**src/uvs_fifo.sv**
```systemverilog
// small generic queue with registered storage
module uvs_fifo #(
    parameter int WIDTH = 8,
    parameter int DEPTH = 4
) (
    input  logic             clk,
    input  logic             rst_n,
    input  logic             push,
    input  logic [WIDTH-1:0] wdata,
    output logic             full,
    input  logic             pop,
    output logic [WIDTH-1:0] rdata,
    output logic             empty
);

    localparam int PW = (DEPTH > 1) ? $clog2(DEPTH) : 1;
    localparam int CW = $clog2(DEPTH + 1);

    logic [WIDTH-1:0] mem_reg [DEPTH];
    logic [PW-1:0]    wr_ptr_reg, rd_ptr_reg;
    logic [CW-1:0]    count_reg;
    logic             do_push, do_pop;

    assign full    = (count_reg == CW'(DEPTH));
    assign empty   = (count_reg == '0);
    assign do_push = push && !full;
    assign do_pop  = pop && !empty;
    assign rdata   = mem_reg[rd_ptr_reg];

    always_ff @(posedge clk or negedge rst_n)
    begin
        if (!rst_n)
        begin
            wr_ptr_reg <= '0;
            rd_ptr_reg <= '0;
            count_reg  <= '0;
        end
        else
        begin
            if (do_push)
                wr_ptr_reg <= (wr_ptr_reg == PW'(DEPTH - 1)) ? '0 : wr_ptr_reg + 1'b1;
            if (do_pop)
                rd_ptr_reg <= (rd_ptr_reg == PW'(DEPTH - 1)) ? '0 : rd_ptr_reg + 1'b1;
            if (do_push && !do_pop)
                count_reg <= count_reg + 1'b1;
            else if (do_pop && !do_push)
                count_reg <= count_reg - 1'b1;
        end
    end

    always_ff @(posedge clk)
    begin
        if (do_push)
            mem_reg[wr_ptr_reg] <= wdata;
    end

endmodule

```
**config.mk**
```make
export PLATFORM = sky130hd
export DESIGN_NAME = uvs_fifo
export DESIGN_NICKNAME = d
export VERILOG_FILES = /design/src/uvs_fifo.sv
export SDC_FILE = /design/constraint.sdc
export NUM_CORES = 1
export LEC_CHECK = 0
export BUFFER_PORTS_ARGS = -buffer_cell sky130_fd_sc_hd__buf_4
export CORE_MARGIN = 3
export CORE_UTILIZATION = 45
export CTS_CLUSTER_SIZE = 14
export DETAILED_ROUTE_END_ITERATION = 8
export GPL_ROUTABILITY_DRIVEN = 0
export PLACE_DENSITY = 0.63
export SETUP_SLACK_MARGIN = 0.02
export SLEW_MARGIN = 0
export SYNTH_ARGS = -nofsm -noshare
export SYNTH_HDL_FRONTEND = slang
export SYNTH_SLANG_ARGS = --single-unit
```
**constraint.sdc**
```tcl
create_clock -name clk -period 3.8 [get_ports clk]
set_input_delay 0.76 -clock clk [delete_from_list [all_inputs] [get_ports clk]]
set_output_delay 0.76 -clock clk [all_outputs]
set_load 0.01 [all_outputs]
```
==> results.json <==
{
  "yosysTopAreaCellShare_pct": 59.4,
  "yosysSeqAreaShare_pct": 70.2,
  "fillers": 263,
  "fin_hold_ws_ps": 204,
  "hold_violations": 0,
  "dpl.cell_count": 144,
  "core.rowCount": 21,
  "core_um2": 3390,
  "drive_gt1_share_pct": 41.5,
  "tightest_slew_ps": 817,
  "synth_fp_nets": 98,
  "cp_data_arrival_time_ps": 1850,
  "postCtsResizedCells": 0,
  "num_vias": 750,
  "max_cap_violations": 0,
  "htreeDepth": 2,
  "rsz0062_at_grt": "false",
  "cts_hold_buf": 0,
  "final_area_um2": 1880,
  "relSlewSlack_pct": 45.3,
  "clk_pin_slew_ps": 120,
  "dp_hpwl_um": 1700,
  "startpoint_type": "flip-flop",
  "fin_crit_sh_pct": 68.8,
  "r2r_start": "count_reg[1]$_DFFE_PN0P_",
  "antennaDiodeCount": 0,
  "fin_cells": 152,
  "antenna_left": 0,
  "grt_pass1_wl_um": 4200,
  "grt_max_degree": 13,
  "drt_iter0_markers": 41,
  "reg2reg_depth": 8,
  "cts_root_buffer": "clkbuf_4",
  "cts_setup_buffers": 0,
  "ys_seq_elements": 39,
  "grtUsageTotal_pct": 13.7,
  "cts_inserted_buffers": 5,
  "area.growth.synth_to_final_pct": 16.1,
  "vdd.ir_drop.worst_uv": 339,
  "wl_per_cell_um": 16.1,
  "tritoncts": "built",
  "fin_skew_ps": 8.01,
  "worstPathRequired_ps": 3040,
  "outcome": "finished, final reports clean",
  "drv_slew": 0,
  "vias_per_cell": 4.93,
  "synth_edf_count": 32,
  "clkSinkCount": 39,
  "ys.flop_type": "edfxtp_1",
  "clock_latency_ps": 340,
  "first_pass_iters": 3,
  "wl_um": 2450,
  "final_nets": 124,
  "setup_viol": 0,
  "initial_core_util_pct": 47.7,
  "finalSetupTns_ps": 0,
  "largest_register_ffs": 32,
  "worstSetupPathType": "flip-flop to output pin",
  "io_buffers": 21,
  "netlist_area_um2": 1620,
  "leakagePower_nw": 0.711,
  "cts_buffer_depth": 2,
  "syn_inst": 79,
  "gr-total-overflow": 0,
  "grt_antenna_before_repair": 0,
  "placedInstanceArea_um2": 1820,
  "period_minus_slack_ps": 2610,
  "yosysUniqueCellTypes": 19,
  "dieArea_um2": 4350,
  "fp.dieW_um": 66.0,
  "drc": 0,
  "power_w": 0.00137,
  "ios": 22,
  "synth_area_leader_cell": "edfxtp_1",
  "end_kind": "output pin",
  "grt_pass1_vias": 809,
  "powerDensity_nw_per_um2": 731,
  "synth.area.top_cells": "edfxtp_1 59%, mux4_2 11%, dfrtp_1 11%, ha_1 4.6%, mux2_4 3.7%",
  "fp.dieH_um": 66.0,
  "hold_class": "input pin to asynchronous set/reset pin",
  "yosys_warnings": 0,
  "fmax_ghz": 0.382,
  "rr_endpoint": "count_reg[2]$_DFFE_PN0P_",
  "reg2reg_slack_ps": 1750,
  "crit_fanout": 11,
  "synth_area_per_cell_um2": 20.5,
  "async_reset_ff_share_pct": 17.9
}
==> worst max-delay path, stage by stage, from the launching register on <==
cell     delay, ps
dfrtp_1        770
mux4_2         590
buf_4          160
==> cell usage in the layout, fill, tap and decap left out, drive strengths merged <==
cell      count
clkinv        1
mux4          8
nor2          4
mux2          5
dfrtp         7
xor2          2
clkbuf        6
nor3          1
xnor2         1
nand2         1
nand2b        1
buf          21
nor2b         1
ha            6
and2          3
fa            1
nor3b         1
clkinvlp      1
edfxtp       32
inv           3
==> synthesized netlist by cell type, types with 2 or more instances <==
master / instances
mux4_2: 8
nor2_1: 4
dfrtp_1: 7
ha_1: 6
xor2_1: 2
edfxtp_1: 32
and2_1: 3
mux2_4: 4
inv_1: 3
==> layout make-up <==
type,instances,area [um^2],share of cell area [%]
inverter,3,11.3,0.600
tap,46,57.6,3.06
sequential,39,1140,60.5
timing repair buffer,21,158,8.39
clock buffer,6,41.3,2.20
clock inverter,2,12.5,0.666
multi-input combinational,35,462,24.6
==> per-stage QoR <==
step	setup WS (ps)	utilization, %
after global placement	1560	53.8
after CTS	1150	55.4
final	1190	55.4
after detailed placement	1540	53.8
after floorplan	1720	-
after global routing	1030	55.4
==> cells by family (layout without fill, tap and decap cells) <==
logic type | after synthesis | count (layout) | synth area share (%)
simple gates | 12 | 12 | 5.49
buf+inv | 5 | 32 | 1.24
mux | 13 | 13 | 15.5
flops | 39 | 39 | 70.2
xor+xnor | 3 | 3 | 1.62
fa+ha+maj | 7 | 7 | 5.88
==> where the power goes <==
part,total [W],internal [W],switching (W)
clock,0.000205,0.0000714,0.000133
combinational,0.000481,0.000292,0.000189
sequential,0.000687,0.000578,0.000108
==> how the worst max path moves through the flow <==
stage                               from                        to  slack (ps)  cells after the start
3_3_place_gp   rd_ptr_reg[0]$_DFFE_PN0P_                  rdata[0]        1560                      2
4_1_cts        rd_ptr_reg[0]$_DFFE_PN0P_                  rdata[0]        1150                      2
5_1_grt        rd_ptr_reg[0]$_DFFE_PN0P_                  rdata[3]        1030                      2
2_1_floorplan   count_reg[0]$_DFFE_PN0P_  count_reg[2]$_DFFE_PN0P_        1720                      8
3_5_place_dp   rd_ptr_reg[0]$_DFFE_PN0P_                  rdata[0]        1540                      2
6_report       rd_ptr_reg[0]$_DFFE_PN0P_                  rdata[0]        1190                      2
==> per-layer routing <==
metal  vias to the layer above  part of all wire [%]  track usage [%]
met5                         -                     0                0
li1                        353                     -                -
met4                         0                   2.0             5.33
met2                        18                    48             21.3
met1                       373                    45             17.3
met3                         6                   4.5             5.27
Power figures use the tool's default switching activity.
