**src/uvs_pkg.sv**
```systemverilog
// shared types, constants and the cordic angle table of the uv sphere vertex generator
package uvs_pkg;

    localparam int ATAN_ENTRIES = 24;
    localparam logic signed [33:0] INV_GAIN = 34'sd652032874;
    localparam logic [32:0] TWO_PI_Q30 = 33'd6746518852;

    // register indexes of the configuration channel
    localparam logic CFG_X_SEG = 1'b0;
    localparam logic CFG_Y_SEG = 1'b1;

    typedef struct packed {
        logic [8:0]  rc;
        logic [8:0]  cc;
        logic [8:0]  xs;
        logic [8:0]  ys;
        logic        in_range;
        logic        cell_valid;
        logic [16:0] idx_below;
        logic [16:0] idx_here;
        logic [16:0] idx_right;
        logic [16:0] idx_diag;
    } vtx_cmd_t;

    typedef struct packed {
        logic [15:0] pos_x;
        logic [15:0] pos_y;
        logic [15:0] pos_z;
        logic [16:0] tex_u;
        logic [16:0] tex_v;
        logic        in_range;
        logic        cell_valid;
        logic [16:0] idx_below;
        logic [16:0] idx_here;
        logic [16:0] idx_right;
        logic [16:0] idx_diag;
    } vtx_res_t;

    // atan(2^-i) in q2.30 radians, truncated
    function automatic logic signed [33:0] atan_q30(input int i);
        logic signed [33:0] v;
        case (i)
            0:       v = 34'sd843314856;
            1:       v = 34'sd497837829;
            2:       v = 34'sd263043836;
            3:       v = 34'sd133525158;
            4:       v = 34'sd67021686;
            5:       v = 34'sd33543515;
            6:       v = 34'sd16775850;
            7:       v = 34'sd8388437;
            8:       v = 34'sd4194282;
            9:       v = 34'sd2097149;
            10:      v = 34'sd1048575;
            11:      v = 34'sd524287;
            12:      v = 34'sd262143;
            13:      v = 34'sd131071;
            14:      v = 34'sd65535;
            15:      v = 34'sd32767;
            16:      v = 34'sd16383;
            17:      v = 34'sd8191;
            18:      v = 34'sd4095;
            19:      v = 34'sd2047;
            20:      v = 34'sd1023;
            21:      v = 34'sd511;
            22:      v = 34'sd255;
            23:      v = 34'sd127;
            default: v = 34'sd0;
        endcase
        return v;
    endfunction

endpackage

```
**src/uvs_front.sv**
```systemverilog
// front end: segment clamping, grid flags and flattened cell indices
module uvs_front
    import uvs_pkg::*;
#(
    parameter int MAX_SEGMENTS = 256
) (
    input  logic [8:0] x_seg,
    input  logic [8:0] y_seg,
    input  logic [8:0] row,
    input  logic [8:0] col,
    output vtx_cmd_t   cmd
);

    function automatic logic [8:0] eff_seg(input logic [8:0] raw);
        logic [8:0] v;
        if (raw == '0)
            v = 9'd1;
        else if ({2'b00, raw} > 11'(MAX_SEGMENTS))
            v = 9'(MAX_SEGMENTS);
        else
            v = raw;
        return v;
    endfunction

    logic [8:0]  xs, ys;
    logic [9:0]  stride;
    logic [19:0] here_w;
    logic        has_quad;

    always_comb
    begin
        xs       = eff_seg(x_seg);
        ys       = eff_seg(y_seg);
        stride   = {1'b0, xs} + 10'd1;
        here_w   = 20'(row) * 20'(stride) + 20'(col);
        has_quad = (row < ys) && (col < xs);

        cmd            = '0;
        cmd.xs         = xs;
        cmd.ys         = ys;
        cmd.rc         = (row > ys) ? ys : row;
        cmd.cc         = (col > xs) ? xs : col;
        cmd.in_range   = (row <= ys) && (col <= xs);
        cmd.cell_valid = has_quad;
        if (has_quad)
        begin
            cmd.idx_here  = here_w[16:0];
            cmd.idx_right = 17'(here_w + 20'd1);
            cmd.idx_below = 17'(here_w + 20'(stride));
            cmd.idx_diag  = 17'(here_w + 20'(stride) + 20'd1);
        end
    end

endmodule

```
**config.mk**
```make
export PLATFORM = sky130hd
export DESIGN_NAME = uvs_front
export DESIGN_NICKNAME = d
export VERILOG_FILES = /design/src/uvs_pkg.sv /design/src/uvs_front.sv
export SDC_FILE = /design/constraint.sdc
export NUM_CORES = 1
export LEC_CHECK = 0
export ABC_AREA = 1
export BUFFER_PORTS_ARGS = -buffer_cell sky130_fd_sc_hd__buf_4
export CORE_MARGIN = 2
export CORE_UTILIZATION = 60
export DETAILED_ROUTE_END_ITERATION = 7
export PLACE_DENSITY_LB_ADDON = 0.1
export SYNTH_ARGS = -nofsm -noshare
export SYNTH_HDL_FRONTEND = slang
export SYNTH_SLANG_ARGS = --single-unit
```
**constraint.sdc**
```tcl
create_clock -name vclk -period 19.9
set_input_delay 0 -clock vclk [all_inputs]
set_output_delay 0 -clock vclk [all_outputs]
set_load 0.05 [all_outputs]
```
==> run summary, run 1 <==
Status: finished clean
Setup-failing EPs final: 0
Mean area per synthesized cell: 5.96 sq um
# diodes: 0
Cell taking the most area after synthesis: fa_1
Total track usage: 0.305
Compound-Gate Fraction of Synth Area: 0.0711
CP Data Required Time: 19.90 ns
Class of the worst hold path: primary input to output pin
Relative slew slack: 0.314
Placer congestion estimate: 0.924
CP bufs+invs: 13
WL met3: 1090 um
Synth Area in XOR/XNOR: 0.0245
Crit path kind: primary input to output pin
Number of max-cap violations: 0
Hold buffers post-CTS: 0
Routed via count: 6559
Cell row count: 36
Vias in the first global route: 6137
Final period utilization: 0.436
Clock buffers: 0
Share of cells above drive strength 1: 0.175
Peak per-stage delay on the critical path: 0.64 ns
Worst-path maximum fanout: 11
Drt first-iter violations: 326
Setup TNS: 0 ns
Post-route insts no fill: 1272
Area contributors post-synth: fa_1 21%, nand2_1 17%, ha_1 16%, inv_1 13%, nor2_1 9.3%
Mux cell area share after synthesis: 0
Crit path DAT: 8.68 ns
Initial Utilization: 0.615
Slew Limit Fails: 0
Max layer used: met4
Initial antenna violation count: 0
Vias/cell: 5.16
IO buf count: 142
Mapped Cells: 1004
Worst path top cell family by delay: adder cells
Crit-path slowest cell: xnor2_1
Final ANT Viol Nets: 0
Grt ovf: 0
Largest family of logic cells by synthesized area: simple AND/OR/NAND/NOR gates
Dpl cells: 1272
Shortest period the worst path allows: 8.68 ns
First-pass GRT wire length: 28200 um
CP Capture Type: output pin
WL final: 16300 um
Least-Margin Pin Slew: 1.02 ns
Fmax: 115 MHz
Cts repair resizes: 0
Seq_cells: 0
Die width: 104 um
Post-synthesis cell area: 5990 sq um
Seq/Total Area, Yosys: 0
Count of different cell masters after synthesis: 42
Core area: 9730 sq um
Most used cell, CP: nand2_1
CP startpoint kind: primary input
RSZ-0062 raised after global routing: false
Layout Nets: 1316
DRC violations left: 0
I/O pins: 142
Simple-gate portion of the synthesized area: 0.390
Post-synth top area share: 0.207
Die height: 104 um
Final Hold Vio Count: 0
Largest net degree at the start of global routing: 36
DR pass1 iterations: 5
Register area: 0 sq um
Metal2 WL: 7630 um
Die Area: 10800 sq um
Total of warnings raised by yosys: 0
Post-Synth Adder-Cell Area: 0.368
HPWL after DPL: 14100 um
Number of buffers added for setup after CTS: 0
M1 WL: 7360 um
Routed wire per std cell: 12.8 um
Area delta synth->final: 20.2%
==> path summary, 6_finish.rpt <==
check / start / endpoint / slack [ns] / depth (start not counted)
min: y_seg[8] / cmd[78] / 0.27 / 2
max: x_seg[8] / cmd[15] / 11.22 / 46
==> final cells by class <==
cell class | count | area, sq um
Fill cell | 909 | 2540
Inverter | 211 | 792
Multi-Input combinational cell | 783 | 5140
Tap cell | 133 | 166
Timing Repair Buffer | 145 | 1090
==> cells in the final DEF, fill, tap and decap left out, types with 2 or more instances in the layout <==
cell | netlist | final
nand2_1 | 275 | 275
inv_1 | 200 | 200
nor2_1 | 149 | 149
buf_4 | 3 | 145
ha_1 | 77 | 77
fa_1 | 62 | 62
nand3_1 | 47 | 47
a21oi_1 | 33 | 33
o21ai_0 | 33 | 33
nand4_1 | 15 | 15
nand2_2 | 14 | 14
nor2_2 | 10 | 10
nor3_1 | 10 | 10
inv_2 | 9 | 9
xor2_1 | 8 | 8
conb_1 | 2 | 8
xnor2_1 | 5 | 5
nand3_2 | 5 | 5
nor2_4 | 5 | 5
nor4_1 | 4 | 4
nand3b_1 | 3 | 3
o21ai_1 | 3 | 3
clkinv_1 | 2 | 2
a21oi_2 | 2 | 2
==> stage by stage <==
step	hold slack (ns)	instance area (sq um)	setup slack, ns	util
after floorplan	0.190	6010	11.57	-
after detailed placement	0.270	7190	11.33	0.739
final	0.269	7190	11.22	0.739
after CTS	0.270	7190	11.31	0.739
after global routing	0.282	7190	10.46	0.739
after global placement	0.268	7190	11.49	0.739
==> cells in the mapped netlist, drive strengths merged <==
cell type,number
nand3,52
o41ai,1
conb,2
nand3b,3
nor3,11
and3,1
inv,209
a21oi,35
clkbuf,8
xor2,9
xnor2,6
ha,77
fa,62
nand4,16
a31o,1
and2,1
o21ai,36
a31oi,1
o211ai,1
buf,8
o2111ai,1
nor2,164
clkinv,2
nand2,290
nor4,5
a22oi,1
o31ai,1
==> metal layers <==
metal / vias up / global-route usage
met2: 225 / 0.531
met3: 20 / 0.0188
met1: 2968 / 0.431
li1: 3346 / -
met5: - / 0
met4: 0 / 0.0367
==> logic make-up after synthesis <==
group,Yosys count
AND/OR/NAND/NOR,543
adder cells (fa/ha/maj),139
AO/OA/AOI/OAI,78
buffers and inverters,227
XOR/XNOR,15
other,2
Power of run 1 is left out: the tool's default activity adds up to more than one toggle a clock period on the data nets, which glitch-free logic cannot reach.
==> run 2, diff against run 1 <==
Settings changed: CORE_UTILIZATION 60 to 52.
Clock period 19.9 ns to 7.78 ns, I/O delays scaled along.
==> run 2 against run 1 <==
Hold slack improved by 0.00074 ns. First-iteration DRC count grew 25%. Utilization is 7.4 points lower. Count of clock-buffer cells in the layout unchanged. Highest routed layer unchanged.
==> run summary, run 2 (synthesized netlist as in run 1, its figures left out) <==
Initial antenna violation count: 0 (unchanged)
Vias/cell: 5.00 (-3.1%)
Post-route insts no fill: 1298 (+2.0%)
Class of the worst hold path: primary input to output pin
Routed via count: 6486 (-1.1%)
Register area: 0 sq um (unchanged)
Hold buffers post-CTS: 0 (unchanged)
Worst path top cell family by delay: adder cells
Routed wire per std cell: 12.6 um (-2.1%)
# fillers: 1089 (+20%)
Placer congestion estimate: 0.940 (+1.8%)
DRC violations left: 0 (unchanged)
Most used cell, CP: inv_1
Clock buffers: 0 (unchanged)
Seq_cells: 0 (unchanged)
Crit path DAT: 7.36 ns (-1.32 ns)
Die height: 111 um (+7.1%)
Area delta synth->final: 25.8%
I/O pins: 142 (unchanged)
Hold Slack: 0.270 ns (+0.000740 ns)
Final Hold Vio Count: 0 (unchanged)
Final period utilization: 0.946
Status: finished clean
IO buf count: 142 (unchanged)
First-pass GRT wire length: 27800 um (-1.2%)
Total track usage: 0.261 (-0.0438)
Drt first-iter violations: 409 (+25%)
Fmax: 136 MHz
Cell row count: 39 (+8.3%)
Crit-path slowest cell: fa_1
Initial Utilization: 0.529 (-0.0865)
WL final: 16300 um (about the same)
Vias in the first global route: 5972 (-2.7%)
Least-Margin Pin Slew: 1.02 ns (+0.00164 ns)
Commonest cells after routing, fill and taps aside: 266 x nand2_1, 196 x inv_1, 158 x buf_4
Worst-path maximum fanout: 6 (-5)
Slew Limit Fails: 0 (unchanged)
Die Area: 12400 sq um (+15%)
DR pass1 iterations: 5 (unchanged)
Largest net degree at the start of global routing: 44 (+22%)
Most common cell after layout, fill and taps aside: nand2_1
CP Data Required Time: 7.78 ns (-12.12 ns)
Layout Nets: 1332 (+1.2%)
# diodes: 0 (unchanged)
Dpl cells: 1292 (+1.6%)
Number of max-cap violations: 0 (unchanged)
Shortest period the worst path allows: 7.36 ns
Core area: 11300 sq um (+16%)
CP Capture Type: output pin
Peak per-stage delay on the critical path: 0.52 ns (-0.12 ns)
HPWL after DPL: 13900 um (-1.5%)
Crit path kind: primary input to output pin
Relative slew slack: 0.313 (-0.00110)
CP startpoint kind: primary input
Final ANT Viol Nets: 0 (unchanged)
CP bufs+invs: 14 (+1)
Grt ovf: 0 (unchanged)
Share of cells above drive strength 1: 0.222 (+0.0469)
Setup-failing EPs final: 0 (unchanged)
Die width: 111 um (+7.1%)
## run 2: cell count changes in the layout (fill, tap and decap cells not counted), sizes merged
cell and change:
buf +16
## run 2: cell type report
| type | count | area (sq um) | area share |
|---|---|---|---|
| repair buffers | 161 | 1220 | 0.162 |
| well taps | 143 | 179 | 0.0238 |
| multi-input cells | 783 | 5340 | 0.709 |
| inverters | 211 | 796 | 0.106 |
## run 2: metal layers
layer | up-vias | routed length, um | share of wire | GRT usage
li1 | 3368 | - | - | -
met1 | 2946 | 8000 | 0.49 | 0.397
met2 | 168 | 7450 | 0.46 | 0.432
met3 | 4 | 792 | 0.049 | 0.0126
met4 | 0 | 54 | 0.0033 | 0.0148
met5 | - | 0 | 0 | 0
## run 2: path summary, 6_finish.rpt
kind | depth (start not counted) | startpoint | to
max | 47 | x_seg[4] | cmd[16]
min | 2 | y_seg[8] | cmd[78]
## run 2: repair_timing
item,in CTS,in global routing
buffers inserted,0,6
endpoints found under the hold margin,0,0
endpoints found under the setup margin,0,14
gates resized for setup,0,49
## run 2: metrics by stage
| stage | setup WS [ns] | cell area [sq um] | setup TNS, ns | utilization |
|---|---|---|---|---|
| 2_1_floorplan | 0.00517 | 6010 | 0 | - |
| 3_3_place_gp | 0.261 | 7290 | 0 | 0.644 |
| 3_5_place_dp | 0.164 | 7290 | 0 | 0.644 |
| 4_1_cts | 0.116 | 7290 | 0 | 0.644 |
| 5_1_grt | -0.137 | 7530 | -0.333 | 0.665 |
| 6_report | 0.419 | 7530 | 0 | 0.665 |
Power of run 2 is left out for the same reason.
==> run 3, diff against run 2 <==
Settings changed: RECOVER_POWER set to 100.
==> run 3 against run 2 <==
The run now ends with capacitance limit, slew limit left. Sequential cell count stayed put. Utilization is 2.6 points lower. First-iteration DRC count is 9.0% higher. Setup slack worse by 0.012 ns. Die area stayed put. Critical path depth stayed put. Hold slack better by 0.13 ns. Via count hardly changed. Final cell count stayed put. Count of clock-buffer cells in the layout stayed put. Largest cell class unchanged. Highest routed layer unchanged.
==> run summary, run 3 (synthesized netlist as in run 1, its figures left out) <==
Status: finished, violations left
Failing checks: capacitance limit, slew limit
# diodes: 0 (unchanged)
Die width: 111 um (unchanged)
Final period utilization: 0.948 (+0.00151)
Core area: 11300 sq um (unchanged)
Worst-path maximum fanout: 6 (unchanged)
Post-route insts no fill: 1298 (unchanged)
Most used cell, CP: inv_1
Dpl cells: 1292 (unchanged)
Vias/cell: 5.00 (about the same)
I/O pins: 142 (unchanged)
Hold EP: cmd[78]
Share of cells above drive strength 1: 0.154 (-0.0675)
CP startpoint kind: primary input
Number of max-cap violations: 2 (+2)
Initial Utilization: 0.529 (unchanged)
Commonest cells after routing, fill and taps aside: 268 x nand2_1, 196 x inv_1, 141 x nor2_1
Peak per-stage delay on the critical path: 0.52 ns (about the same)
Grt ovf: 0 (unchanged)
Clock buffers: 0 (unchanged)
Relative slew slack: -0.275 (-0.588)
Largest net degree at the start of global routing: 44 (unchanged)
Placer congestion estimate: 0.940 (unchanged)
DR pass1 iterations: 6 (+1)
Hold buffers post-CTS: 0 (unchanged)
CP Data Required Time: 7.78 ns (about the same)
Multi-input gate area: 5320 sq um (-0.40%)
CP Capture Type: output pin
Total track usage: 0.261 (unchanged)
Routed via count: 6491 (+0.077%)
Class of the worst hold path: primary input to output pin
Least-Margin Pin Slew: 1.91 ns (+0.888 ns)
Setup-failing EPs final: 0 (unchanged)
WL final: 16300 um (+0.27%)
HPWL after DPL: 13900 um (unchanged)
First-pass GRT wire length: 27800 um (unchanged)
Final ANT Viol Nets: 0 (unchanged)
Layout Nets: 1332 (unchanged)
Hold Crit Start: y_seg[8]
Slew Limit Fails: 64 (+64)
Worst path top cell family by delay: adder cells
# fillers: 1153 (+5.9%)
Shortest period the worst path allows: 7.37 ns (+0.0118 ns)
IO buf count: 142 (unchanged)
Crit-path slowest cell: fa_1
Die Area: 12400 sq um (unchanged)
Drt first-iter violations: 446 (+9.0%)
Cell row count: 39 (unchanged)
Initial antenna violation count: 0 (unchanged)
Final Hold Vio Count: 0 (unchanged)
Crit path kind: primary input to output pin
Die height: 111 um (unchanged)
Hold Path Depth: 2 (unchanged)
CP bufs+invs: 14 (unchanged)
Register area: 0 sq um (unchanged)
Setup TNS: 0 ns (unchanged)
Most common cell after layout, fill and taps aside: nand2_1
Crit path DAT: 7.37 ns (about the same)
Fmax: 136 MHz (-0.16%)
Area delta synth->final: 20.9%
Routed wire per std cell: 12.6 um (+0.27%)
Seq_cells: 0 (unchanged)
DRC violations left: 0 (unchanged)
Vias in the first global route: 5972 (unchanged)
-- run 3: per-layer routing --
layer,up-vias,global-route usage,wire (um)
met3,4,0.0126,994
li1,3371,-,-
met4,0,0.0148,37
met2,186,0.432,7400
met5,-,0,0
met1,2930,0.397,7900
-- run 3: worst max-delay path by stage --
stage | start | to | slack (ns) | depth (start not counted)
after detailed placement | x_seg[4] | cmd[14] | 0.16 | 46
after CTS | x_seg[4] | cmd[14] | 0.12 | 46
after floorplan | x_seg[4] | cmd[15] | 0.005 | 44
final | x_seg[4] | cmd[16] | 0.41 | 47
after global routing | x_seg[4] | cmd[13] | -0.14 | 45
after global placement | x_seg[4] | cmd[14] | 0.26 | 44
-- run 3: final cells by class --
| class | count | share of cell area |
|---|---|---|
| Tap cell | 143 | 0.0247 |
| Multi-Input combinational cell | 783 | 0.734 |
| Timing Repair Buffer | 161 | 0.131 |
| Inverter | 211 | 0.110 |
-- run 3: repair_timing --
action,4_1_cts,5_1_grt
gates resized for setup,0,49
buffers inserted,0,6
endpoints found under the setup margin,0,14
-- run 3: per-stage QoR --
step / hold WS (ns) / utilization / instance area, sq um / setup WS, ns
2_1_floorplan: 0.190 / - / 6010 / 0.00517
3_3_place_gp: 0.268 / 0.644 / 7290 / 0.261
3_5_place_dp: 0.270 / 0.644 / 7290 / 0.164
4_1_cts: 0.270 / 0.644 / 7290 / 0.116
5_1_grt: 0.406 / 0.639 / 7240 / -0.137
6_report: 0.400 / 0.639 / 7240 / 0.408
Power of run 3 is left out for the same reason.
